==> config.mk <==
export PLATFORM = sky130hd
export DESIGN_NAME = bitmap_unit_pool_allocator_core
export DESIGN_NICKNAME = d
export VERILOG_FILES = /design/src/rtl/bupa_pkg.sv /design/src/rtl/bupa_ram.sv /design/src/rtl/bupa_front.sv /design/src/rtl/bupa_queue.sv /design/src/rtl/bupa_back.sv /design/src/rtl/bitmap_unit_pool_allocator_core.sv
export SDC_FILE = /design/constraint.sdc
export NUM_CORES = 2
export LEC_CHECK = 0
export ABC_AREA = 1
export BUFFER_PORTS_ARGS = -buffer_cell sky130_fd_sc_hd__buf_2
export CAP_MARGIN = 20
export CORE_UTILIZATION = 40
export CTS_CLUSTER_DIAMETER = 150
export DETAILED_ROUTE_END_ITERATION = 8
export SLEW_MARGIN = 20
export SYNTH_ARGS = -nofsm -noshare
export SYNTH_HDL_FRONTEND = slang
export SYNTH_SLANG_ARGS = --single-unit
==> constraint.sdc <==
create_clock -name clk -period 20 [get_ports clk]
set_clock_uncertainty 0.05 [all_clocks]
set_input_delay 5 -clock clk [delete_from_list [all_inputs] [get_ports clk]]
set_output_delay 5 -clock clk [all_outputs]
set_load 0.05 [all_outputs]
==> src/rtl/bupa_pkg.sv <==
// Shared types and constants for the bitmap unit pool allocator.
// Used by every module of the block but bupa_ram; no dependencies.
package bupa_pkg;

  localparam int ADDR_W    = 48;
  localparam int SIZE_W    = 17;
  localparam int REQ_W     = 32;
  localparam int IDX_OUT_W = 10;
  localparam int MAP_W     = 64;

  localparam logic [2:0] ST_ALLOC     = 3'd0;
  localparam logic [2:0] ST_TOO_LARGE = 3'd1;
  localparam logic [2:0] ST_FULL      = 3'd2;
  localparam logic [2:0] ST_FREED     = 3'd3;
  localparam logic [2:0] ST_FREE_OUT  = 3'd4;

  localparam logic KIND_ALLOC = 1'b0;
  localparam logic KIND_FREE  = 1'b1;

  localparam logic [7:0] REG_POOL_BASE = 8'd0;
  localparam logic [7:0] REG_UNIT_SIZE = 8'd1;

  typedef enum logic [1:0] {
    OP_PASS  = 2'd0,
    OP_ALLOC = 2'd1,
    OP_FREE  = 2'd2
  } cmd_op_t;

  typedef struct packed {
    logic                kind;
    logic [REQ_W-1:0]    request_size;
    logic [ADDR_W-1:0]   release_address;
  } req_t;

  typedef struct packed {
    logic [2:0]           status;
    logic [ADDR_W-1:0]    grant_address;
    logic [IDX_OUT_W-1:0] unit_index;
  } rsp_t;

  typedef struct packed {
    cmd_op_t           op;
    logic [2:0]        status;
    logic [ADDR_W-1:0] offset;
  } cmd_t;

endpackage

==> src/rtl/bupa_ram.sv <==
// Generic single-write, single-read RAM with registered read data.
// No dependencies.
module bupa_ram #(
  parameter int WIDTH = 64,
  parameter int DEPTH = 16
) (
  input  logic                                    clk,
  input  logic                                    we,
  input  logic [(DEPTH > 1 ? $clog2(DEPTH) : 1)-1:0] waddr,
  input  logic [WIDTH-1:0]                        wdata,
  input  logic [(DEPTH > 1 ? $clog2(DEPTH) : 1)-1:0] raddr,
  output logic [WIDTH-1:0]                        rdata
);
  logic [WIDTH-1:0] mem [DEPTH];

  always_ff @(posedge clk) begin
    if (we) begin
      mem[waddr] <= wdata;
    end
    rdata <= mem[raddr];
  end
endmodule

==> src/rtl/bupa_front.sv <==
// Front end: classify a request into a pass-through report or a command.
// Depends on bupa_pkg.
module bupa_front import bupa_pkg::*; #(
  parameter int UNIT_COUNT = 1024
) (
  input  req_t               req,
  input  logic [ADDR_W-1:0]  pool_base,
  input  logic [SIZE_W-1:0]  unit_size,
  output cmd_t               cmd
);
  localparam int SPAN_W = SIZE_W + 17;

  logic [SPAN_W-1:0] span;
  logic [ADDR_W:0]   diff;
  logic              outside;

  always_comb begin
    span = SPAN_W'(unit_size) * SPAN_W'(UNIT_COUNT);
    diff = {1'b0, req.release_address} - {1'b0, pool_base};
    // borrow means address is below the base
    outside = (unit_size == '0) || diff[ADDR_W] ||
              (diff[ADDR_W-1:0] >= ADDR_W'(span));
    cmd.offset = diff[ADDR_W-1:0];
    cmd.status = ST_ALLOC;
    cmd.op     = OP_PASS;
    if (req.kind == KIND_ALLOC) begin
      if (req.request_size > REQ_W'(unit_size)) begin
        cmd.status = ST_TOO_LARGE;
      end else begin
        cmd.op = OP_ALLOC;
      end
    end else begin
      if (outside) begin
        cmd.status = ST_FREE_OUT;
      end else begin
        cmd.op = OP_FREE;
      end
    end
  end
endmodule

==> src/rtl/bupa_queue.sv <==
// Two-entry command queue between front end and back end.
// Depends on bupa_pkg.
module bupa_queue import bupa_pkg::*; (
  input  logic clk,
  input  logic rst,
  input  logic push,
  input  cmd_t push_data,
  input  logic pop,
  output cmd_t pop_data,
  output logic full,
  output logic empty
);
  cmd_t       slot [2];
  logic       wr_ptr;
  logic       rd_ptr;
  logic [1:0] count;

  assign full     = (count == 2'd2);
  assign empty    = (count == 2'd0);
  assign pop_data = slot[rd_ptr];

  always_ff @(posedge clk) begin
    if (push) begin
      slot[wr_ptr] <= push_data;
    end
    if (rst) begin
      wr_ptr <= 1'b0;
      rd_ptr <= 1'b0;
      count  <= 2'd0;
    end else begin
      if (push) begin
        wr_ptr <= ~wr_ptr;
      end
      if (pop) begin
        rd_ptr <= ~rd_ptr;
      end
      count <= count + 2'(push) - 2'(pop);
    end
  end
endmodule

==> src/rtl/bupa_back.sv <==
// Back end: map clearing, lowest-free scan, address multiply, restoring
// divide for frees, and the result register. Depends on bupa_pkg, bupa_ram.
module bupa_back import bupa_pkg::*; #(
  parameter int UNIT_COUNT = 1024
) (
  input  logic               clk,
  input  logic               rst,
  input  logic [ADDR_W-1:0]  pool_base,
  input  logic [SIZE_W-1:0]  unit_size,
  input  logic               q_empty,
  input  cmd_t               q_data,
  output logic               q_pop,
  output logic               clearing,
  output logic               rsp_valid,
  input  logic               rsp_stall,
  output rsp_t               rsp
);
  localparam int WORDS  = (UNIT_COUNT + MAP_W - 1) / MAP_W;
  localparam int WAW    = WORDS > 1 ? $clog2(WORDS) : 1;
  localparam int IDXW   = $clog2(UNIT_COUNT);
  localparam int QW     = IDXW > (6 + WAW) ? IDXW : (6 + WAW);
  localparam int CW     = $clog2(QW);
  localparam int OFF_W  = SIZE_W + QW;
  localparam int AIDX_W = WAW + 6;
  localparam int PROD_W = SIZE_W + AIDX_W;
  localparam int LAST_N = UNIT_COUNT - (WORDS - 1) * MAP_W;
  localparam logic [MAP_W-1:0] LAST_MASK =
    (LAST_N == MAP_W) ? {MAP_W{1'b1}} : ((MAP_W'(1) << LAST_N) - MAP_W'(1));

  typedef enum logic [8:0] {
    S_CLEAR     = 9'b000000001,
    S_IDLE      = 9'b000000010,
    S_SCAN_ADDR = 9'b000000100,
    S_SCAN_CHK  = 9'b000001000,
    S_MUL       = 9'b000010000,
    S_ADD       = 9'b000100000,
    S_DIV       = 9'b001000000,
    S_FREE_RD   = 9'b010000000,
    S_FREE_WR   = 9'b100000000
  } state_t;

  state_t              state, state_next;
  logic [WAW-1:0]      ptr;
  logic [AIDX_W-1:0]   aidx;
  logic [PROD_W-1:0]   prod;
  logic [OFF_W-1:0]    rem;
  logic [QW-1:0]       quot;
  logic [CW-1:0]       cnt;

  logic                we;
  logic [WAW-1:0]      waddr;
  logic [MAP_W-1:0]    wdata;
  logic [WAW-1:0]      raddr;
  logic [MAP_W-1:0]    rdata;
  logic [MAP_W-1:0]    free_bits;
  logic [5:0]          low_bit;
  logic                last_word;
  logic [OFF_W-1:0]    dsh;
  logic                take;

  bupa_ram #(.WIDTH(MAP_W), .DEPTH(WORDS)) u_map (
    .clk(clk), .we(we), .waddr(waddr), .wdata(wdata),
    .raddr(raddr), .rdata(rdata)
  );

  assign clearing  = (state == S_CLEAR);
  assign last_word = (ptr == WAW'(WORDS - 1));
  assign raddr     = (state == S_FREE_RD) ? quot[6 +: WAW] : ptr;
  assign dsh       = OFF_W'(unit_size) << cnt;
  assign take      = rsp_valid && !rsp_stall;

  always_comb begin
    free_bits = ~rdata & (last_word ? LAST_MASK : {MAP_W{1'b1}});
    low_bit = '0;
    for (int i = MAP_W - 1; i >= 0; i--) begin
      if (free_bits[i]) begin
        low_bit = 6'(i);
      end
    end
  end

  always_comb begin
    state_next = state;
    q_pop = 1'b0;
    we    = 1'b0;
    waddr = ptr;
    wdata = '0;
    case (state)
      S_CLEAR: begin
        we = 1'b1;
        if (last_word) begin
          state_next = S_IDLE;
        end
      end
      S_IDLE: begin
        if (!q_empty && !rsp_valid) begin
          q_pop = 1'b1;
          case (q_data.op)
            OP_ALLOC: state_next = S_SCAN_ADDR;
            OP_FREE:  state_next = S_DIV;
            default:  state_next = S_IDLE;
          endcase
        end
      end
      S_SCAN_ADDR: state_next = S_MUL;
      S_SCAN_CHK: begin
        if (free_bits != '0) begin
          we    = 1'b1;
          wdata = rdata | (MAP_W'(1) << low_bit);
          state_next = S_MUL;
        end else if (last_word) begin
          state_next = S_IDLE;
        end else begin
          state_next = S_SCAN_ADDR;
        end
      end
      S_MUL: state_next = S_ADD;
      S_ADD: state_next = S_IDLE;
      S_DIV: begin
        if (cnt == '0) begin
          state_next = S_FREE_RD;
        end
      end
      S_FREE_RD: state_next = S_FREE_WR;
      S_FREE_WR: begin
        we    = 1'b1;
        waddr = quot[6 +: WAW];
        wdata = rdata & ~(MAP_W'(1) << quot[5:0]);
        state_next = S_IDLE;
      end
      default: state_next = S_IDLE;
    endcase
    // the map word is read in S_SCAN_ADDR and checked in the cycle after, in S_SCAN_CHK
    if (state == S_SCAN_ADDR) begin
      state_next = S_SCAN_CHK;
    end
  end

  always_ff @(posedge clk) begin
    if (rst) begin
      state     <= S_CLEAR;
      ptr       <= '0;
      rsp_valid <= 1'b0;
    end else begin
      state <= state_next;
      if (take) begin
        rsp_valid <= 1'b0;
      end
      case (state)
        S_CLEAR: begin
          ptr <= last_word ? '0 : ptr + WAW'(1);
        end
        S_IDLE: begin
          ptr  <= '0;
          cnt  <= CW'(QW - 1);
          quot <= '0;
          rem  <= OFF_W'(q_data.offset);
          if (q_pop && q_data.op == OP_PASS) begin
            rsp_valid <= 1'b1;
            rsp       <= '{status: q_data.status, grant_address: '0, unit_index: '0};
          end
        end
        S_SCAN_CHK: begin
          if (free_bits != '0) begin
            aidx <= {ptr, low_bit};
          end else if (last_word) begin
            rsp_valid <= 1'b1;
            rsp       <= '{status: ST_FULL, grant_address: '0, unit_index: '0};
          end else begin
            ptr <= ptr + WAW'(1);
          end
        end
        S_MUL: begin
          prod <= PROD_W'(unit_size) * PROD_W'(aidx);
        end
        S_ADD: begin
          rsp_valid <= 1'b1;
          rsp <= '{status: ST_ALLOC,
                   grant_address: pool_base + ADDR_W'(prod),
                   unit_index: IDX_OUT_W'(aidx)};
        end
        S_DIV: begin
          if (rem >= dsh) begin
            rem       <= rem - dsh;
            quot[cnt] <= 1'b1;
          end
          cnt <= cnt - CW'(1);
        end
        S_FREE_WR: begin
          rsp_valid <= 1'b1;
          rsp <= '{status: ST_FREED, grant_address: '0,
                   unit_index: IDX_OUT_W'(quot)};
        end
        default: begin
        end
      endcase
    end
  end
endmodule

==> src/rtl/bitmap_unit_pool_allocator_core.sv <==
// Bitmap unit pool allocator: one result per request, in request order.
// Allocate: each map word is read (S_SCAN_ADDR) and checked (S_SCAN_CHK) in turn,
// then the address is multiplied (S_MUL) and added (S_ADD). Free: a one-bit-a-cycle
// divide, then a read and a write of the map word. One request is worked on at a time.
// Pass-through reports go straight to the result register. After reset the map is
// cleared one word a cycle, with req_stall high; registers reset to pool_base 0, unit_size 64.
module bitmap_unit_pool_allocator_core import bupa_pkg::*; #(
  parameter int UNIT_COUNT = 1024
) (
  input  logic              clk,
  input  logic              rst,
  input  logic              cfg_we,
  input  logic [7:0]        cfg_index,
  input  logic [ADDR_W-1:0] cfg_data,
  input  logic              req_valid,
  output logic              req_stall,
  input  req_t              req,
  output logic              rsp_valid,
  input  logic              rsp_stall,
  output rsp_t              rsp
);
  logic [ADDR_W-1:0] pool_base;
  logic [SIZE_W-1:0] unit_size;
  cmd_t              cmd;
  cmd_t              q_data;
  logic              q_full, q_empty, q_pop, clearing, push;

  always_ff @(posedge clk) begin
    if (rst) begin
      pool_base <= '0;
      unit_size <= SIZE_W'(64);
    end else if (cfg_we) begin
      case (cfg_index)
        REG_POOL_BASE: pool_base <= cfg_data;
        REG_UNIT_SIZE: unit_size <= cfg_data[SIZE_W-1:0];
        default: begin
        end
      endcase
    end
  end

  assign req_stall = q_full || clearing;
  assign push      = req_valid && !req_stall;

  bupa_front #(.UNIT_COUNT(UNIT_COUNT)) u_front (
    .req(req), .pool_base(pool_base), .unit_size(unit_size), .cmd(cmd)
  );

  bupa_queue u_queue (
    .clk(clk), .rst(rst), .push(push), .push_data(cmd), .pop(q_pop),
    .pop_data(q_data), .full(q_full), .empty(q_empty)
  );

  bupa_back #(.UNIT_COUNT(UNIT_COUNT)) u_back (
    .clk(clk), .rst(rst), .pool_base(pool_base), .unit_size(unit_size),
    .q_empty(q_empty), .q_data(q_data), .q_pop(q_pop), .clearing(clearing),
    .rsp_valid(rsp_valid), .rsp_stall(rsp_stall), .rsp(rsp)
  );
endmodule

==> metrics list <==
* Run status: finished, final reports clean
- The most used flip-flop cell after synthesis is edfxtp_1.
- Share of the clock period used by the worst path after layout: 48.5%
- Endpoint of the worst-slack reg-to-reg timing path: u_back.rem[4]
* Hold path depth: 1
* Synthesis warning total: 0
- Routed Antenna Nets: 0
* Cell variety after synth: 57
* Clock share of power: 39.1%
- Maximum achievable frequency: 103 MHz
- Detailed-route via count: 48100
* Number of port buffers: 204
- In this run, CTS created clock tree buffers numbering 147.
- Relative max-transition margin: 24.4%
- Final setup vio count: 0
* Setup repair bufs after CTS: 0
* Total Negative Setup Slacks: 0 ns
- Buffer levels on the longest clock path: 3
- Number of design-rule violations left by the first detailed-router iteration: 5201
- Level count of the clock H-tree: 4
- Syn nets: 6542
- Across all register-to-register paths, the minimum setup slack is 13.22 ns.
- Each instance of the synthesized netlist takes up on average 10.8 sq um.
- The congestion estimate from routability-driven global placement came to 0.925.
* Average routed wire per standard cell: 23.0 um
* Proportion of layout cells with a drive suffix above 1: 9.76%
- The slowest stage of the critical path is the fa_1 cell.
* Commonest cells in the synthesized netlist: 1225 x edfxtp_1, 828 x nand2_1, 755 x nor2_1
* Number of flip-flops and latches in the synthesized netlist: 1373
- Drt total wl: 196 mm
* Type of the most critical hold path: reg -> reg
- Async S/R FF share, synth: 0%
- Synthesis-to-layout area growth: 13.0%
* Power density of the placed cells: 97.3 nW/um^2
* RSZ-0062 raised after global routing: no
- Measured along the x axis, the die boundary spans 407 um.
- The clock net in this run drives a total of 1373 sinks.
- Using the TritonRoute via totals, the vias-per-cell ratio works out to 5.67.
- Hold_sp: u_queue.rd_ptr
- # resized after CTS: 0
* Starting utilization of the core area: 40.3%
- The initial antenna violation count was 12.
- The worst setup path is of the in -> reg kind.
- DRT Pass-1 Iters: 6
- Worst setup slack after placement: 9.53 ns
* Number of cells on the worst reg-to-reg path: 32
- Worst path most repeated cell: nand3_1
- For the finished layout, the period the worst path requires is 9.70 ns.
- Net switching power figure: 2.02 mW
- Dominant cell by count in the synthesized netlist: edfxtp_1
* Comb pwr share: 13.4%
- Non-filler cells in the finished layout: 8488
- In this run the critical register-to-register path is launched from unit_size[2].
* LEAKAGE: 27.7 nW
- The number of pins exceeding their max-slew limit in the final report is 0.
- Pin count of the biggest net entering global routing: 222
- Net switching is 28.0% of the power.
- Global routing used 23.1% of the available tracks across all layers.
* Endpoint required time on the critical path: 20.49 ns
* Clock root buffer: clkbuf_16
- The die is 407 um tall.
- For this run, design rule violations remaining after detail routing come to 0.
* VDD IR max: 0.122 mV
- Slew at the pin closest to its max-slew limit: 1.13 ns
- TritonCTS built the clock tree.
* Clock transition time at the flip-flop clock pins of the worst setup and hold paths: 0.07 ns
- Number of cells after detailed placement: 8213
- Post-synth EDFFs: 1225
* Row count: 148
* Netlist area before placement: 65700 sq um
* Critical path data arrival time: 10.18 ns
* Global route overflow: 0
- Delay of the slowest cell on the worst path: 0.42 ns
- Least setup slack across all paths after layout: 10.30 ns
- Number of ports placed on the die boundary: 205
- Once detailed placement completed, the half-perimeter wirelength came to 116 mm.
- The via count of the first global-routing pass is 46200.
- Worst-path maximum fanout: 3
- Sequential elements use 60.5% of the synthesized area.
- Endpoints failing hold: 0
* Cell type with the highest aggregate area in the netlist: edfxtp_1
- The die covers 166000 sq um.
- Largest cells by area after synthesis: edfxtp_1 56%, o21ai_0 5.6%, nand2_1 4.7%
- Kind of capture point of the worst setup path: flip-flop
- Internal power component: 5.20 mW
- Clock network latency to the later pin of the worst-skew pair: 0.80 ns
* Max_cap viols: 0
- Registers are responsible for 47.5% of the overall power.
- Hold Crit Endpoint: u_queue.rd_ptr
* Wire length of the first global-routing pass: 292 mm
- Element type at the critical path start: input port
- Fraction of post-synthesis cell area in the top cell type by area: 56.0%
- Post-layout nets: 6658
- Count of mapped cells out of synthesis: 6071
* Placeable Area: 163000 sq um
- Number of hold buffers added after CTS: 0
layout make-up:
type / instances / area (sq um)
Timing Repair Buffer: 310 / 1840
Clock buffer: 200 / 4160
Sequential cell: 1373 / 39700
Clock inverter: 73 / 883
Tap cell: 2175 / 2720
Inverter: 526 / 1990
Antenna cell: 2 / 5.00
Multi-Input combinational cell: 3829 / 22800
Fill cell: 15000 / 88800
how the worst max path moves through the flow:
| stage | from | endpoint | slack (ns) | depth (start not counted) |
|---|---|---|---|---|
| finish | req[0] | u_queue.slot[0][50] | 10.30 | 37 |
| detailed placement | req[0] | u_queue.slot[0][50] | 9.53 | 37 |
| global route | req[0] | u_queue.slot[0][50] | 9.80 | 37 |
| global placement | req[0] | u_queue.slot[0][50] | 9.51 | 37 |
| CTS | req[0] | u_queue.slot[1][50] | 10.36 | 37 |
| floorplan | rst | u_back.rsp[0] | 4.40 | 3 |
worst max-delay path: cells and delay by family:
family	cells	cell delay (ns)
AOI/OAI and AO/OA	11	1.65
adders and majority gates	2	0.63
buffers and inverters	4	0.23
xor gates and xnor gates	1	0.09
and+or+nand+nor	19	2.60
kinds of logic after synthesis:
logic type      synth area share (%)
buf+inv                         5.02
flops                           60.5
mux                            0.141
simple gates                    11.7
compound gates                  13.9
xor+xnor                        1.05
fa+ha+maj                       7.65
power groups by stage:
stage	Combinational (mW)	Clock (mW)	Sequential [mW]
floorplan	0.648	0	3.40
global placement	0.941	0	3.47
detailed placement	0.954	0	3.47
CTS	0.960	2.87	3.42
global route	1.07	2.97	3.43
finish	0.965	2.82	3.43
per-stage QoR:
step / util [%] / hold WS (ns) / instance area (sq um) / power (mW)
floorplan: - / 0.372 / 65700 / 4.05
global placement: 42.4 / 0.384 / 69100 / 4.42
detailed placement: 42.4 / 0.396 / 69100 / 4.43
CTS: 45.5 / 0.407 / 74200 / 7.24
global route: 45.5 / 0.451 / 74200 / 7.48
finish: 45.5 / 0.407 / 74200 / 7.22
sequential cells by signal, summed over array words and instances (netlist names), 9 cells and up, named ones only:
name and count:
u_back.rem 27, u_back.state 9, u_back.quot 10, u_back.u_map.mem 1024, u_back.u_map.rdata 64, u_back.aidx 10
pool_base 48, unit_size 17, u_queue.slot 62, u_back.rsp 61, u_back.prod 27
routing by layer:
metal / track usage [%] / vias to the layer above / wire (um)
met5: 0 / - / 48
met1: 32.6 / 23800 / 84800
met3: 4.22 / 318 / 16900
li1: - / 21900 / -
met4: 6.95 / 10 / 5160
met2: 36.2 / 2073 / 88600
cell usage in the layout (no fill, tap or decap), types with 6 or more instances in the layout:
cell type,netlist,final
edfxtp_1,1225,1225
nand2_1,828,828
nor2_1,755,734
o21ai_0,736,732
inv_1,519,516
a21oi_1,233,232
ha_1,208,208
buf_2,11,204
o221ai_1,198,198
nand3_1,173,172
clkbuf_16,0,152
dfxtp_1,148,148
o211ai_1,126,126
fa_1,121,121
buf_4,0,104
o22ai_1,60,60
a211oi_1,56,56
xor2_1,50,50
nor4_1,44,44
nand4_1,35,35
a31oi_1,32,32
clkbuf_1,316,30
xnor2_1,29,29
clkinv_1,3,24
nor3_1,20,20
clkinv_2,0,19
or2_2,18,18
clkbuf_8,0,18
nor2_4,0,17
o311ai_0,16,16
bufinv_16,0,14
nor2_2,9,13
o21a_1,9,9
a22oi_1,8,8
a21o_1,8,8
mux2i_1,7,7
o21bai_1,7,7
clkinvlp_4,0,6
No activity file was read; power rests on OpenSTA's default activity.
